## src/rtl/cvm_pkg.sv

```systemverilog
package cvm_pkg;

   localparam int CORDIC_STEPS = 30;
   localparam int DIV_NUM_W    = 62;

   localparam logic signed [63:0] FX_ONE      = 64'sd1073741824;
   localparam logic signed [34:0] HALF_PI_Q30 = 35'sd1686629713;
   localparam logic signed [34:0] PI_Q30      = 35'sd3373259426;
   localparam logic signed [33:0] CORDIC_GAIN = 34'sd652032874;

   localparam logic MODE_MOVE   = 1'b0;
   localparam logic MODE_ROTATE = 1'b1;

   typedef enum logic [3:0] {
      ST_IDLE, ST_RM_MUL, ST_RM_BUILD, ST_MV_MAC, ST_CS_START, ST_CS_WAIT, ST_QM_MAC,
      ST_NS_MAC, ST_SQ_START, ST_SQ_WAIT, ST_DV_START, ST_DV_WAIT, ST_TX_MAC, ST_DONE
   } state_type;

   typedef enum logic [1:0] {PH_YAW, PH_PITCH, PH_ROLL} phase_type;

   typedef struct packed {
      logic [1:0] ia;
      logic [1:0] ib;
      logic       neg;
   } term_type;

   typedef struct packed {
      logic               done;
      logic signed [31:0] cos_v;
      logic signed [31:0] sin_v;
   } cs_out_type;

   typedef struct packed {
      logic        done;
      logic [31:0] root;
   } sq_out_type;

   typedef struct packed {
      logic                 done;
      logic [DIV_NUM_W-1:0] quot;
   } dv_out_type;

   function automatic logic [31:0] atan_val(input logic [4:0] i);
      logic [31:0] v;
      case (i)
         5'd0:  v = 32'h3243F6A8;
         5'd1:  v = 32'h1DAC6705;
         5'd2:  v = 32'h0FADBAFC;
         5'd3:  v = 32'h07F56EA6;
         5'd4:  v = 32'h03FEAB76;
         5'd5:  v = 32'h01FFD55B;
         5'd6:  v = 32'h00FFFAAA;
         5'd7:  v = 32'h007FFF55;
         5'd8:  v = 32'h003FFFEA;
         5'd9:  v = 32'h001FFFFD;
         5'd10: v = 32'h000FFFFF;
         5'd11: v = 32'h0007FFFF;
         5'd12: v = 32'h0003FFFF;
         5'd13: v = 32'h0001FFFF;
         5'd14: v = 32'h0000FFFF;
         5'd15: v = 32'h00007FFF;
         5'd16: v = 32'h00003FFF;
         5'd17: v = 32'h00001FFF;
         5'd18: v = 32'h00000FFF;
         5'd19: v = 32'h000007FF;
         5'd20: v = 32'h000003FF;
         5'd21: v = 32'h000001FF;
         5'd22: v = 32'h000000FF;
         5'd23: v = 32'h0000007F;
         5'd24: v = 32'h0000003F;
         5'd25: v = 32'h0000001F;
         5'd26: v = 32'h0000000F;
         5'd27: v = 32'h00000008;
         5'd28: v = 32'h00000004;
         5'd29: v = 32'h00000002;
         default: v = 32'h0;
      endcase
      return v;
   endfunction

   // quaternion product terms, grouped four per output component w, x, y, z
   function automatic term_type qm_term(input logic [3:0] n);
      term_type t;
      unique case (n)
         4'd0:  t = '{2'd0, 2'd0, 1'b0};
         4'd1:  t = '{2'd1, 2'd1, 1'b1};
         4'd2:  t = '{2'd2, 2'd2, 1'b1};
         4'd3:  t = '{2'd3, 2'd3, 1'b1};
         4'd4:  t = '{2'd0, 2'd1, 1'b0};
         4'd5:  t = '{2'd1, 2'd0, 1'b0};
         4'd6:  t = '{2'd2, 2'd3, 1'b0};
         4'd7:  t = '{2'd3, 2'd2, 1'b1};
         4'd8:  t = '{2'd0, 2'd2, 1'b0};
         4'd9:  t = '{2'd1, 2'd3, 1'b1};
         4'd10: t = '{2'd2, 2'd0, 1'b0};
         4'd11: t = '{2'd3, 2'd1, 1'b0};
         4'd12: t = '{2'd0, 2'd3, 1'b0};
         4'd13: t = '{2'd1, 2'd2, 1'b0};
         4'd14: t = '{2'd2, 2'd1, 1'b1};
         4'd15: t = '{2'd3, 2'd0, 1'b0};
      endcase
      return t;
   endfunction

   // rotation matrix products: xx yy zz xy xz yz wx wy wz
   function automatic term_type rm_pair(input logic [3:0] n);
      term_type t;
      case (n)
         4'd0: t = '{2'd1, 2'd1, 1'b0};
         4'd1: t = '{2'd2, 2'd2, 1'b0};
         4'd2: t = '{2'd3, 2'd3, 1'b0};
         4'd3: t = '{2'd1, 2'd2, 1'b0};
         4'd4: t = '{2'd1, 2'd3, 1'b0};
         4'd5: t = '{2'd2, 2'd3, 1'b0};
         4'd6: t = '{2'd0, 2'd1, 1'b0};
         4'd7: t = '{2'd0, 2'd2, 1'b0};
         4'd8: t = '{2'd0, 2'd3, 1'b0};
         default: t = '{2'd0, 2'd0, 1'b0};
      endcase
      return t;
   endfunction

   function automatic logic signed [31:0] sat32(input logic signed [63:0] v);
      logic signed [31:0] r;
      if (v > 64'sd2147483647)
         r = 32'sh7FFFFFFF;
      else if (v < -64'sd2147483648)
         r = 32'sh80000000;
      else
         r = v[31:0];
      return r;
   endfunction

endpackage

```

## src/rtl/cvm_cordic.sv

```systemverilog
module cvm_cordic (
   input  logic                   clock,
   input  logic                   reset,
   input  logic                   start,
   input  logic signed [31:0]     angle,
   output cvm_pkg::cs_out_type    res
);

   logic               busy_ff, busy_in;
   logic               done_ff, done_in;
   logic [4:0]         step_ff, step_in;
   logic signed [33:0] x_ff, x_in, y_ff, y_in;
   logic signed [34:0] z_ff, z_in;
   logic               flip_ff, flip_in;
   logic signed [34:0] z0;
   logic signed [33:0] dx, dy;
   logic signed [34:0] at;
   logic signed [33:0] xo, yo;

   assign z0 = {{2{angle[31]}}, angle, 1'b0};
   assign dx = y_ff >>> step_ff;
   assign dy = x_ff >>> step_ff;
   assign at = 35'(cvm_pkg::atan_val(step_ff));

   always_comb begin
      busy_in = busy_ff;
      done_in = 1'b0;
      step_in = step_ff;
      x_in    = x_ff;
      y_in    = y_ff;
      z_in    = z_ff;
      flip_in = flip_ff;
      if (start) begin
         busy_in = 1'b1;
         step_in = '0;
         x_in    = cvm_pkg::CORDIC_GAIN;
         y_in    = '0;
         if (z0 > cvm_pkg::HALF_PI_Q30) begin
            z_in    = z0 - cvm_pkg::PI_Q30;
            flip_in = 1'b1;
         end else if (z0 < -cvm_pkg::HALF_PI_Q30) begin
            z_in    = z0 + cvm_pkg::PI_Q30;
            flip_in = 1'b1;
         end else begin
            z_in    = z0;
            flip_in = 1'b0;
         end
      end else if (busy_ff) begin
         if (!z_ff[34]) begin
            x_in = x_ff - dx;
            y_in = y_ff + dy;
            z_in = z_ff - at;
         end else begin
            x_in = x_ff + dx;
            y_in = y_ff - dy;
            z_in = z_ff + at;
         end
         step_in = step_ff + 5'd1;
         if (step_ff == 5'(cvm_pkg::CORDIC_STEPS - 1)) begin
            busy_in = 1'b0;
            done_in = 1'b1;
         end
      end
   end

   always_ff @(posedge clock) begin
      if (reset) begin
         busy_ff <= 1'b0;
         done_ff <= 1'b0;
      end else begin
         busy_ff <= busy_in;
         done_ff <= done_in;
      end
   end

   always_ff @(posedge clock) begin
      step_ff <= step_in;
      x_ff    <= x_in;
      y_ff    <= y_in;
      z_ff    <= z_in;
      flip_ff <= flip_in;
   end

   assign xo = flip_ff ? -x_ff : x_ff;
   assign yo = flip_ff ? -y_ff : y_ff;

   assign res.done  = done_ff;
   assign res.cos_v = xo[31:0];
   assign res.sin_v = yo[31:0];

endmodule

```

## config.mk

```make
export PLATFORM = sky130hd
export DESIGN_NAME = cvm_cordic
export DESIGN_NICKNAME = d
export VERILOG_FILES = /design/src/rtl/cvm_pkg.sv /design/src/rtl/cvm_cordic.sv
export SDC_FILE = /design/constraint.sdc
export NUM_CORES = 1
export LEC_CHECK = 0
export BUFFER_PORTS_ARGS = -buffer_cell sky130_fd_sc_hd__buf_2
export CAP_MARGIN = 10
export CORE_MARGIN = 5
export CORE_UTILIZATION = 58
export DETAILED_ROUTE_END_ITERATION = 6
export GPL_ROUTABILITY_DRIVEN = 0
export PLACE_DENSITY = 0.76
export SKIP_CTS_REPAIR_TIMING = 1
export SLEW_MARGIN = 0
export SYNTH_ARGS = -nofsm -noshare
export SYNTH_HDL_FRONTEND = slang
export SYNTH_SLANG_ARGS = --single-unit
```

## constraint.sdc

```tcl
create_clock -name clock -period 17.35 [get_ports clock]
set_input_delay 3.47 -clock clock [delete_from_list [all_inputs] [get_ports clock]]
set_output_delay 3.47 -clock clock [all_outputs]
set_load 0.01 [all_outputs]
```

* Word-level counts from Yosys, hierarchy flattened
Memory sizes are Yosys's and may differ from the RTL's. A register that Yosys moved wholly into a read port is not among the register bits. Cells that the tools add are included.
Cells by class: bitwise logic cells 1, add/subtract/negate cells 11, eq/ne operators 1, shift-type cells 2, reduce and logical (&&, ||, !) cells 2, magnitude comparators 2, mux-type cells 16
Operators with widths (count):
- $mux W35 | 5
- $add A34 B34 Y34 | 2
- $mux W34 | 2
- $sshr A34 B5 Y34 | 2
- $sub A34 B34 Y34 | 2
- $mux W32 | 2
- $neg A32 Y32 | 2
- $add A35 B33 Y35 | 1
- $sub A35 B33 Y35 | 1
- $add A33 B33 Y34 const B | 1
- $sub A33 B33 Y34 const B | 1
- $gt A33 B32 Y1 const B | 1
- $lt A33 B32 Y1 const B | 1
- $mux W5 | 2
- $add A5 B1 Y5 const B | 1
- $eq A5 B5 Y1 const B | 1
- $mux W1 | 5
- $reduce_or A3 Y1 | 1
- $reduce_bool A2 Y1 | 1
- $not A1 Y1 | 1
Word-level totals: register bits after elaboration 111, memories 1, logic and storage cells 43, output and inout port bits 65, ROM bits 960
Memory list:
- (no name shown) | words 32, bits a word 30, rd ports 1, clocked after memory_dff 1, wr ports 0, line cvm_pkg.sv:45 | case (i)

* Logic depth before layout (Yosys ltp)
Gate-level depths: netlist of the first run.
depth after elaboration 4, gate-level depth with buffers 27, gate-level depth less buffers 22

* Worst setup path before layout of the first run
No wires, ideal clock.
path type register to output, start point register y_ff[2], end point output port res[31] (netlist name), data arrival time 3.054 ns, setup slack 10.826 ns, required time 13.880 ns, path buffers 1, cell stages (with the launch flop) 12, cell sequence dfxtp_1 clkbuf_1 nor4_1 nand2b_1 nor2_1 nand4_1 or3_1 or4_1 or4_1 o21ai_0 nand2_1 xor2_1
RTL lines:
- from (decl) | line cvm_cordic.sv:12 | logic signed [33:0] x_ff, x_in, y_ff, y_in;
- from (signal assigned) | line cvm_cordic.sv:79 | y_ff <= y_in;
- to (decl) | line cvm_cordic.sv:6 | output cvm_pkg::cs_out_type res

* Worst setup path in the final report of the first run
start point register step_ff[0], end point register y_ff[33]
On the way: word-level cells in the longest chain between the ends 3, elaborated cells between the ends (all ways) 4, classes of those cells add/sub: 2; shift: 1; mux: 1
RTL lines:
- from (decl) | line cvm_cordic.sv:11 | logic [4:0] step_ff, step_in;
- from (signal assigned) | line cvm_cordic.sv:77 | step_ff <= step_in;
- $sshr A34 B5 Y34 (*) | line cvm_cordic.sv:22 | assign dy = x_ff >>> step_ff;
- $add A34 B34 Y34 / $sub A34 B34 Y34 (equally long branches) | line cvm_cordic.sv:51, cvm_cordic.sv:55
- $mux W34 (*) | line cvm_cordic.sv:49 | if (!z_ff[34]) begin
Every way passes the cells marked *; elsewhere a longest branch is shown, timed or not. A chain may end at the register's enable or synchronous reset.

==> results list, run 1 <==
- Max Root-Sink Buffers: 2
* Total nets after synthesis: approximately 2,600
- Counting flops and latches in the post-synthesis netlist gives 141.
- Switching power: 2180 uW
* Setup TNS: 0 ns
* IO Count: 100
- Initial antenna violation count: 0
* Pleak: 0.00819 uW
- Sequential power share: 16.0%
* Post-synth top area cell: sky130_fd_sc_hd__dfxtp_1
- Status: finished, violations left
* Yosys cell types: 96
- Once detail routing completed, the nets flagged for antenna violations numbered 0.
- Power share of the clock group: 8.9%
- Sinks on the clock net: ~140
- Worst-path cell with the longest stage delay: sky130_fd_sc_hd__dfxtp_4
- Via count of the first global-routing pass: 17,800
- The worst setup path is captured at a flip-flop.
- In this run the core area contains 67 standard-cell rows.
* Clk Latency, worst-skew pair: approximately 0.47 ns
* Setup Viol. Count Final: 0
- Counting both buffers and inverters, the worst setup path holds a total of 1.
- Critical Path AT: 8.52 ns
- Initial Utilization: 58.4%
* Input/output buffers: roughly 100
- Remaining global-route overflow: 0
- For this run, the top clock speed supported by timing is 123 MHz.
* Post-synthesis area per instance: 7.99 sq um
- The area growth from synthesis to layout is 4.45%.
* RSZ-0062 raised after global routing: false
* CP required: 17.75 ns
* Worst-case vdd ir drop: 111 uV
- Number of instances in the placed design: around 2,800
- Using the TritonRoute via totals, the vias-per-cell ratio works out to 6.72.
- Final nets: 2,543
- Cells after synthesis: between 2,000 and 2,500
- MaxCap Viol Count: 0
- Switching share of power: 51.1%
* Path class of the lowest-slack min-delay path: reg2reg
* Share of synthesized flip-flops with an asynchronous set or reset: 0%
- Core area: 33,400 sq um
* Total count of max-transition violations in the final report: 0
- The HPWL after detailed placement is 43,400 microns.
- Total Power Consumption: between 4000 and 5000 uW
- Among all flip-flop cells after synthesis, the most frequent one is sky130_fd_sc_hd__dfxtp_1.
- H-tree levels: 4
- Longest individual stage delay on the worst path: 0.83 ns
* Cell at the root of the clock tree: sky130_fd_sc_hd__clkbuf_16
- Cells taking the most area after synthesis: sky130_fd_sc_hd__dfxtp_1, sky130_fd_sc_hd__mux4_2, sky130_fd_sc_hd__ha_1
- Most frequent CP cell: sky130_fd_sc_hd__a21o_1
* GRT Resource Usage Total: just over 30%
- Critical Path Start Type: flip-flop
- Global-route wire length before repair: 94,700 microns
* Logic gate share of total power: 75.1%
- Final Critical Period: a little over 8 ns
- Detailed-routing iteration count for the pre-antenna-repair pass: 7
- Clock Skews: 0.0161 ns
* Fraction of post-synthesis cell area in the top cell type by area: 10.8%
* Hold violation total from the final report: 0
* WL/cell: 21.0 microns
* Total wirelength of the detailed-routed design: about 60,000 microns
- Broken down by cell family, the worst path's largest delay share belongs to compound AO/OA/AOI/OAI gates.
* Fraction of the core area covered by cells at the end of the flow: between 60% and 70%
* Cts bufs inserted: 17
* Chip Height: 193 microns
- Filler-free cell count of the finished design: 2,849
- Entering global routing, the biggest net connects between 80 and 90 pins.
- CP Class: reg2reg
- The final reports fail on DRC.
- Clock slew at reported path FFs: 0.07 ns
- Remaining max-slew budget at the tightest pin: about 28%
* Critical path, cell by cell: buf_4 > mux4_1 > a22oi_1 > nor2_1 > a2111oi_1 > ha_1 > nand4_1 > or4_2 > mux2_2 > o22ai_1 > ha_1 > a21o_1 > a21o_1 > a21oi_1 > o21bai_1 > or3_1 > o21ai_0 > o21ai_0 > a311oi_1 > o311ai_0 > a21o_1 > a21oi_2
- In the finished design, the share of the clock period the worst path needs comes to 46.8%.
- GR Layer Usage met1: 36.8%
* Cell internal power dissipation: 2090 uW
- Width of the die: 193 microns
- Warnings from Yosys: 0
* Total Die Area: 37,400 sq um
- For the pin with the worst max-slew slack, the measured transition is 1.08 ns.
* Via count: 19,100
- Combined area of all synthesized cells: 19,500 sq um
- Worst Path Max Fanout: 54
* Proportion of layout cells with a drive suffix above 1: 13.1%
* Routing usage on met3: 6.82%
- After the first detailed-routing iteration, the DRC count stood at 2,357.
- Fraction of the yosys area taken by sequential cells: 16.3%
- TritonCTS clock tree: done
- DRC violation count after routing: 18
- Ratio of total power to cell area: 210 nW/um^2
* GR peak layer: met2
- Diodes inserted: 0
- Met2 capacity usage during global routing: 51.5%
- The synthesized design contains 36 enable-type register cells.
## layer usage
metal | share of wire (%) | up-vias | wire length [microns]
li1 | - | 8915 | -
met1 | 39 | 8933 | 23000
met2 | 47 | 1059 | 28200
met3 | 8.9 | 231 | 5310
met4 | 5.4 | 0 | 3200
met5 | 0 | - | 0
## worst reg2reg max path: stages (launching register included)
cell and delay [ns]:
sky130_fd_sc_hd__dfxtp_4 0.83, sky130_fd_sc_hd__buf_4 0.76, sky130_fd_sc_hd__mux4_1 0.75, sky130_fd_sc_hd__a22oi_1 0.21, sky130_fd_sc_hd__nor2_1 0.06, sky130_fd_sc_hd__a2111oi_1 0.77
sky130_fd_sc_hd__ha_1 0.33, sky130_fd_sc_hd__nand4_1 0.29, sky130_fd_sc_hd__or4_2 0.77, sky130_fd_sc_hd__mux2_2 0.28, sky130_fd_sc_hd__o22ai_1 0.15, sky130_fd_sc_hd__ha_1 0.33
sky130_fd_sc_hd__a21o_1 0.21, sky130_fd_sc_hd__a21o_1 0.17, sky130_fd_sc_hd__a21oi_1 0.18, sky130_fd_sc_hd__o21bai_1 0.10, sky130_fd_sc_hd__or3_1 0.31, sky130_fd_sc_hd__o21ai_0 0.25
sky130_fd_sc_hd__o21ai_0 0.29, sky130_fd_sc_hd__a311oi_1 0.38, sky130_fd_sc_hd__o311ai_0 0.24, sky130_fd_sc_hd__a21o_1 0.28, sky130_fd_sc_hd__a21oi_2 0.13
## metrics by stage
stage	hold WS, ns	worst slack, ns	cell area, sq um
6_report	0.508	9.23	20300
3_5_place_dp	0.501	9.46	19800
4_1_cts	0.509	9.39	20300
3_3_place_gp	0.487	9.75	19800
2_1_floorplan	0.490	10.83	19500
5_1_grt	0.547	8.74	20300
## sequential cells by signal, indices dropped and copies added (netlist names)
register and cells:
done_ff 1, step_ff 5, z_ff 35, y_ff 34, x_ff 34, flip_ff 1
busy_ff 1, at 30
## synth_stat cells (all sizes together) (25+ instances only)
cell type / count
inv: 61
and3: 33
nand2b: 33
nor3: 46
nor2: 262
dfxtp: 105
o22ai: 25
a21oi: 196
xor2: 100
mux4: 89
a211oi: 26
edfxtp: 36
clkbuf: 132
o21a: 29
o21ai: 151
buf: 55
a21o: 59
o31ai: 28
nand3: 41
mux2i: 73
nand2: 193
ha: 117
a31oi: 42
xnor2: 158
## layout make-up
cell class / instances / area (sq um)
tap: 448 / 561
inverter: 63 / 236
fill: 2967 / 13000
sequential: 141 / 3190
timing repair buffer: 119 / 648
multi-input combinational: 2046 / 15100
clock buffer: 19 / 454
clock inverter: 13 / 126
## cell families after synthesis
logic type,after synthesis,share of synthesized area [%]
and+or+nand+nor,759,18.6
AOI/OAI and AO/OA,723,24.0
xor gates and xnor gates,258,11.6
buffers and inverters,252,6.01
muxes,186,15.6
DFF,141,16.3
adders and majority gates,120,7.82
## cells in the final DEF, fill, tap and decap left out, types with 28 or more instances in the layout
cell / Yosys / final
sky130_fd_sc_hd__nand3_1: 41 / 41
sky130_fd_sc_hd__nor3_1: 46 / 46
sky130_fd_sc_hd__dfxtp_1: 105 / 100
sky130_fd_sc_hd__mux2i_1: 73 / 73
sky130_fd_sc_hd__xnor2_1: 158 / 158
sky130_fd_sc_hd__a21o_1: 59 / 59
sky130_fd_sc_hd__ha_1: 117 / 117
sky130_fd_sc_hd__nand2_1: 193 / 193
sky130_fd_sc_hd__nand2b_1: 33 / 33
sky130_fd_sc_hd__nor2_1: 262 / 262
sky130_fd_sc_hd__a31oi_1: 42 / 42
sky130_fd_sc_hd__buf_2: 17 / 98
sky130_fd_sc_hd__o31ai_1: 28 / 28
sky130_fd_sc_hd__a21oi_1: 195 / 195
sky130_fd_sc_hd__inv_1: 59 / 59
sky130_fd_sc_hd__mux4_2: 79 / 79
sky130_fd_sc_hd__edfxtp_1: 36 / 36
sky130_fd_sc_hd__o21a_1: 29 / 29
sky130_fd_sc_hd__o21ai_0: 151 / 151
sky130_fd_sc_hd__xor2_1: 100 / 100
## power groups by stage
stage | Combinational [uW] | Sequential [uW] | Clock (uW)
finish | 3210 | 683 | 379
global route | 3530 | 696 | 397
CTS | 3150 | 674 | 382
detailed placement | 3110 | 681 | 0
floorplan | 2590 | 530 | 0
global placement | 3040 | 674 | 0
## worst paths after layout
check / from / endpoint / slack (ns) / cells after the start
setup / recovery: step_ff[0] / y_ff[33] / 9.23 / 22
hold / removal: y_ff[33] / y_ff[33] / 0.51 / 2
setup reg to reg: step_ff[0] / y_ff[33] / 9.23 / 22
hold reg to reg: y_ff[33] / y_ff[33] / 0.51 / 2
No activity file was read; power rests on OpenSTA's default activity.
==> run 2, diff against run 1 <==
--- a/config.mk
+++ b/config.mk
@@ -5,13 +5,14 @@
 export SDC_FILE = /design/constraint.sdc
 export NUM_CORES = 1
 export LEC_CHECK = 0
+export ABC_AREA = 1
 export BUFFER_PORTS_ARGS = -buffer_cell sky130_fd_sc_hd__buf_2
 export CAP_MARGIN = 10
 export CORE_MARGIN = 5
 export CORE_UTILIZATION = 58
 export DETAILED_ROUTE_END_ITERATION = 6
 export GPL_ROUTABILITY_DRIVEN = 0
-export PLACE_DENSITY = 0.76
+export PLACE_DENSITY = 0.79
 export SKIP_CTS_REPAIR_TIMING = 1
 export SLEW_MARGIN = 0
 export SYNTH_ARGS = -nofsm -noshare
==> constraint.sdc (replaced) <==
create_clock -name clock -period 6.9 [get_ports clock]
set_input_delay 1.38 -clock clock [delete_from_list [all_inputs] [get_ports clock]]
set_output_delay 1.38 -clock clock [all_outputs]
set_load 0.01 [all_outputs]
==> run 2 against run 1 <==
Combinational power up 150%. Total power up 140%. Core utilization up 1.6 points. Critical path depth up 8. Die area down 0.95%. Non-clock buffer count up 2. Cell area up 0.56%. Sequential cell count unchanged. Largest power group unchanged. Sequential power up 130%. Clock power rose to 2.5 times the previous value. Wire length up 7.0%. Critical endpoint unchanged. Fmax up 42%. The run still ends with DRC left.
==> results list, run 2 <==
- For this design the top-level I/O count stands at 100.
* Cell at the root of the clock tree: sky130_fd_sc_hd__clkbuf_16
- Vias per cell: 6.12
* Cts bufs inserted: 17
- Count of flip-flops with a built-in enable after synthesis: 36
* Cells taking the most area after synthesis: sky130_fd_sc_hd__nand2_1, sky130_fd_sc_hd__nand3_1, sky130_fd_sc_hd__dfxtp_1
* Setup TNS: 0 ns
- The detail route stage leaves a number of antenna-violating nets equal to 0.
* Hold violation total from the final report: 0
- Critical Path Start Type: flip-flop
- Initial Utilization: 59.0%
- The number of slew-limit violations in the final report came to 0.
- Cell Area, Placed: just under 20,000 sq um
* Remaining global-route overflow: 0
* Logic gate share of total power: 75.7%
- Setup repair after global routing left no endpoint under its margin.
- The H-tree was split into 4 levels.
- Yosys cell types: 58
* DRC violation count after routing: 12
* Total Die Area: 37,000 sq um
- Global-route wire length before repair: slightly above 100,000 microns
- Highest-count cells in the layout ignoring fill and taps: sky130_fd_sc_hd__nand2_1, sky130_fd_sc_hd__nand3_1, sky130_fd_sc_hd__inv_1
* Switching share of power: 56.8%
* Width of the die: roughly 190 microns
* CP top delay family: simple AND/OR/NAND/NOR gates
- Area added between synthesis and finish: 6.11%
* Setup Viol. Count Final: 0
* Largest net degree at the start of global routing: 73
- The worst path in the final design needs a cycle of 5.72 ns, including I/O delays and setup.
- Once detailed placement completed, the half-perimeter wirelength came to roughly 49,000 microns.
* Capturing element type of the critical path: flip-flop
- Remaining max-slew budget at the tightest pin: between 30% and 40%
* Post-route fraction of the period consumed by the critical path: 82.9%
- WL/cell: 17.1 microns
- List of most frequent post-synthesis cells: sky130_fd_sc_hd__nand2_1, sky130_fd_sc_hd__nand3_1, sky130_fd_sc_hd__inv_1
- Between clock sinks in the finished design, the worst skew comes to 0.0118 ns.
- CP Class: reg2reg
- Cells after synthesis: 3,274
- Max Root-Sink Buffers: 2
- The number of buffers and inverters on the critical path is 4.
- In this run the power density over the cells is 508 nW/um^2.
- sky130_fd_sc_hd__nand2_1 takes more of the synthesized area than any other cell.
- Clock-pin slew was measured on the worst setup and hold paths at 0.07 ns.
- Sequential cells account for about 15% of the total power.
* Most frequent CP cell: sky130_fd_sc_hd__nand2_1
- Final nets: 3,429
- The design draws slightly above 10,000 uW.
- Cell internal power dissipation: 4490 uW
- Chip Height: 192 microns
* GRT Resource Usage Total: 33.8%
- For the pin with the worst max-slew slack, the measured transition is 1.03 ns.
* Most frequent standard cell in the layout excluding fill and tap cells: sky130_fd_sc_hd__nand2_1
* Warnings from Yosys: 0
- Post-synthesis area per instance: slightly below 6 sq um
- Worst-case vdd ir drop: 304 uV
- The first routing iteration left 2,856 violations.
- Initial antenna violation count: 0
* Fmax: between 150 and 200 MHz
- The number of global-route vias before repair is 20,900.
- Cell with the most instances after synthesis: sky130_fd_sc_hd__nand2_1
- TritonCTS clock tree: done
* Register ranked first by flip-flop count: z_ff
- Core area: 32,700 sq um
* Filler cell count: 3,246
- GR peak layer: met2
- The pre-antenna-repair detailed-routing pass consisted of 7 iterations.
- In the global route stage, met1 resource usage came out at 41.0%.
- Input/output buffers: 99
- The number of nets handed over by synthesis was 3,429.
- In the synthesized netlist the dominant register cell turns out to be sky130_fd_sc_hd__dfxtp_1.
- For this design the static power due to leakage is 0.0101 uW.
- Summing the sequential cell areas from Yosys gives between 10% and 20% of the chip area.
* Diodes inserted: 0
- Clk Latency, worst-skew pair: 0.47 ns
- Number of placement rows: 66
* Longest individual stage delay on the worst path: between 0.7 and 0.8 ns
- At the worst endpoint, the arrival time is about 6 ns.
- Biggest regs: z_ff (35), x_ff (34), y_ff (34)
* Path class of the lowest-slack min-delay path: reg2reg
- In the synthesized netlist the async set-or-reset flop fraction comes to 0%.
- MaxCap Viol Count: 0
- The slowest stage of the critical path belongs to the cell sky130_fd_sc_hd__nor4_1.
- Fraction of post-synthesis cell area in the top cell type by area: 15.7%
- After synthesis the cells add up to 19,300 sq um.
- Worst Path Max Fanout: 36
- CP required: 7.26 ns
- Sinks on the clock net: 141
- Summing over every cut layer, the via total after detailed routing is ~23,000.
* Max reg flops: 35
* Power share of the clock group: between 9 and 10%
- Violated checks: DRC
- Final design area excluding fillers: a little over 20,000 sq um
- Switching power: 5900 uW
- For met2 alone, demand over resource in global routing was ~57%.
- For this run, global-route usage on met3 was measured as 5.26%.
- The run finished, with violations left.
- For flop-to-flop paths, the worst setup slack is 1.18 ns.
* Proportion of layout cells with a drive suffix above 1: around 7.5%
- Synthesis inferred 141 register bits.
- Total wirelength of the detailed-routed design: 63,900 microns
[run 2: cell count changes after synthesis, sizes merged, moves of 24 or more]
cell / previous run / this run
nor2: 262 / 305
a21o: 59 / 6
inv: 61 / 333
nand3: 41 / 472
mux2i: 73 / 0
mux4: 89 / 0
and3: 33 / 2
nand2b: 33 / 0
o21ai: 151 / 235
nand2: 193 / 830
clkbuf: 132 / 79
xnor2: 158 / 58
xor2: 100 / 134
mux2: 24 / 0
[run 2: cell families (layout without fill, tap and decap cells)]
| logic type | Yosys count | in the layout | synth area share (%) |
|---|---|---|---|
| adder cells (fa/ha/maj) | 120 | 120 | 7.90 |
| AO/OA/AOI/OAI | 602 | 602 | 17.4 |
| buffers and inverters | 479 | 492 | 9.87 |
| XOR/XNOR | 192 | 192 | 8.72 |
| AND/OR/NAND/NOR | 1740 | 1740 | 39.6 |
| flip-flops | 141 | 141 | 16.5 |
[run 2: worst reg2reg max path: cells and delay by family, from the launching register on]
family                   cells  cell delay, ns
buffers and inverters        4            1.13
XOR/XNOR                     1            0.18
AO/OA/AOI/OAI                3            0.41
AND/OR/NAND/NOR             21            3.21
flip-flops                   1            0.32
adder cells (fa/ha/maj)      1            0.37
[run 2: stage by stage]
step | hold WS [ns] | setup slack, ns | std cells | utilization [%]
floorplan | 0.485 | 2.49 | 3274 | -
CTS | 0.570 | 1.50 | 3729 | 62.6
global route | 0.594 | 0.853 | 3729 | 62.6
finish | 0.576 | 1.18 | 3729 | 62.6
detailed placement | 0.558 | 1.51 | 3697 | 60.8
global placement | 0.557 | 1.65 | 3697 | 60.8
[run 2: path summary, 6_finish.rpt]
check / to / startpoint / cells past startpoint
min reg2reg: y_ff[30] / y_ff[30] / 2
max: y_ff[33] / step_ff[1] / 30
min: y_ff[30] / y_ff[30] / 2
max reg2reg: y_ff[33] / step_ff[1] / 30
[run 2: final cells by class]
cell class                      count  area (sq um)  share of cell area [%]
Clock buffer                       18           450                    2.20
Clock inverter                     14           136                   0.667
Inverter                          339          1270                    6.22
Multi-Input combinational cell   2654         14200                    69.4
Sequential cell                   141          3190                    15.6
Tap cell                          442           553                    2.70
Timing Repair Buffer              121           661                    3.23
[run 2: layer usage]
layer | wire (microns) | vias up
met5 | 0 | -
met4 | 4170 | 0
met3 | 5530 | 304
met2 | 29100 | 1247
met1 | 25200 | 10300
li1 | - | 11000
[run 2: power by group through the flow]
| stage | registers [uW] | logic [uW] | clock network (uW) |
|---|---|---|---|
| after floorplan | 1360 | 5970 | 0 |
| after global placement | 1560 | 7460 | 0 |
| after detailed placement | 1570 | 7620 | 0 |
| after CTS | 1550 | 7700 | 966 |
| after global routing | 1580 | 8790 | 1000 |
| final | 1570 | 7870 | 955 |
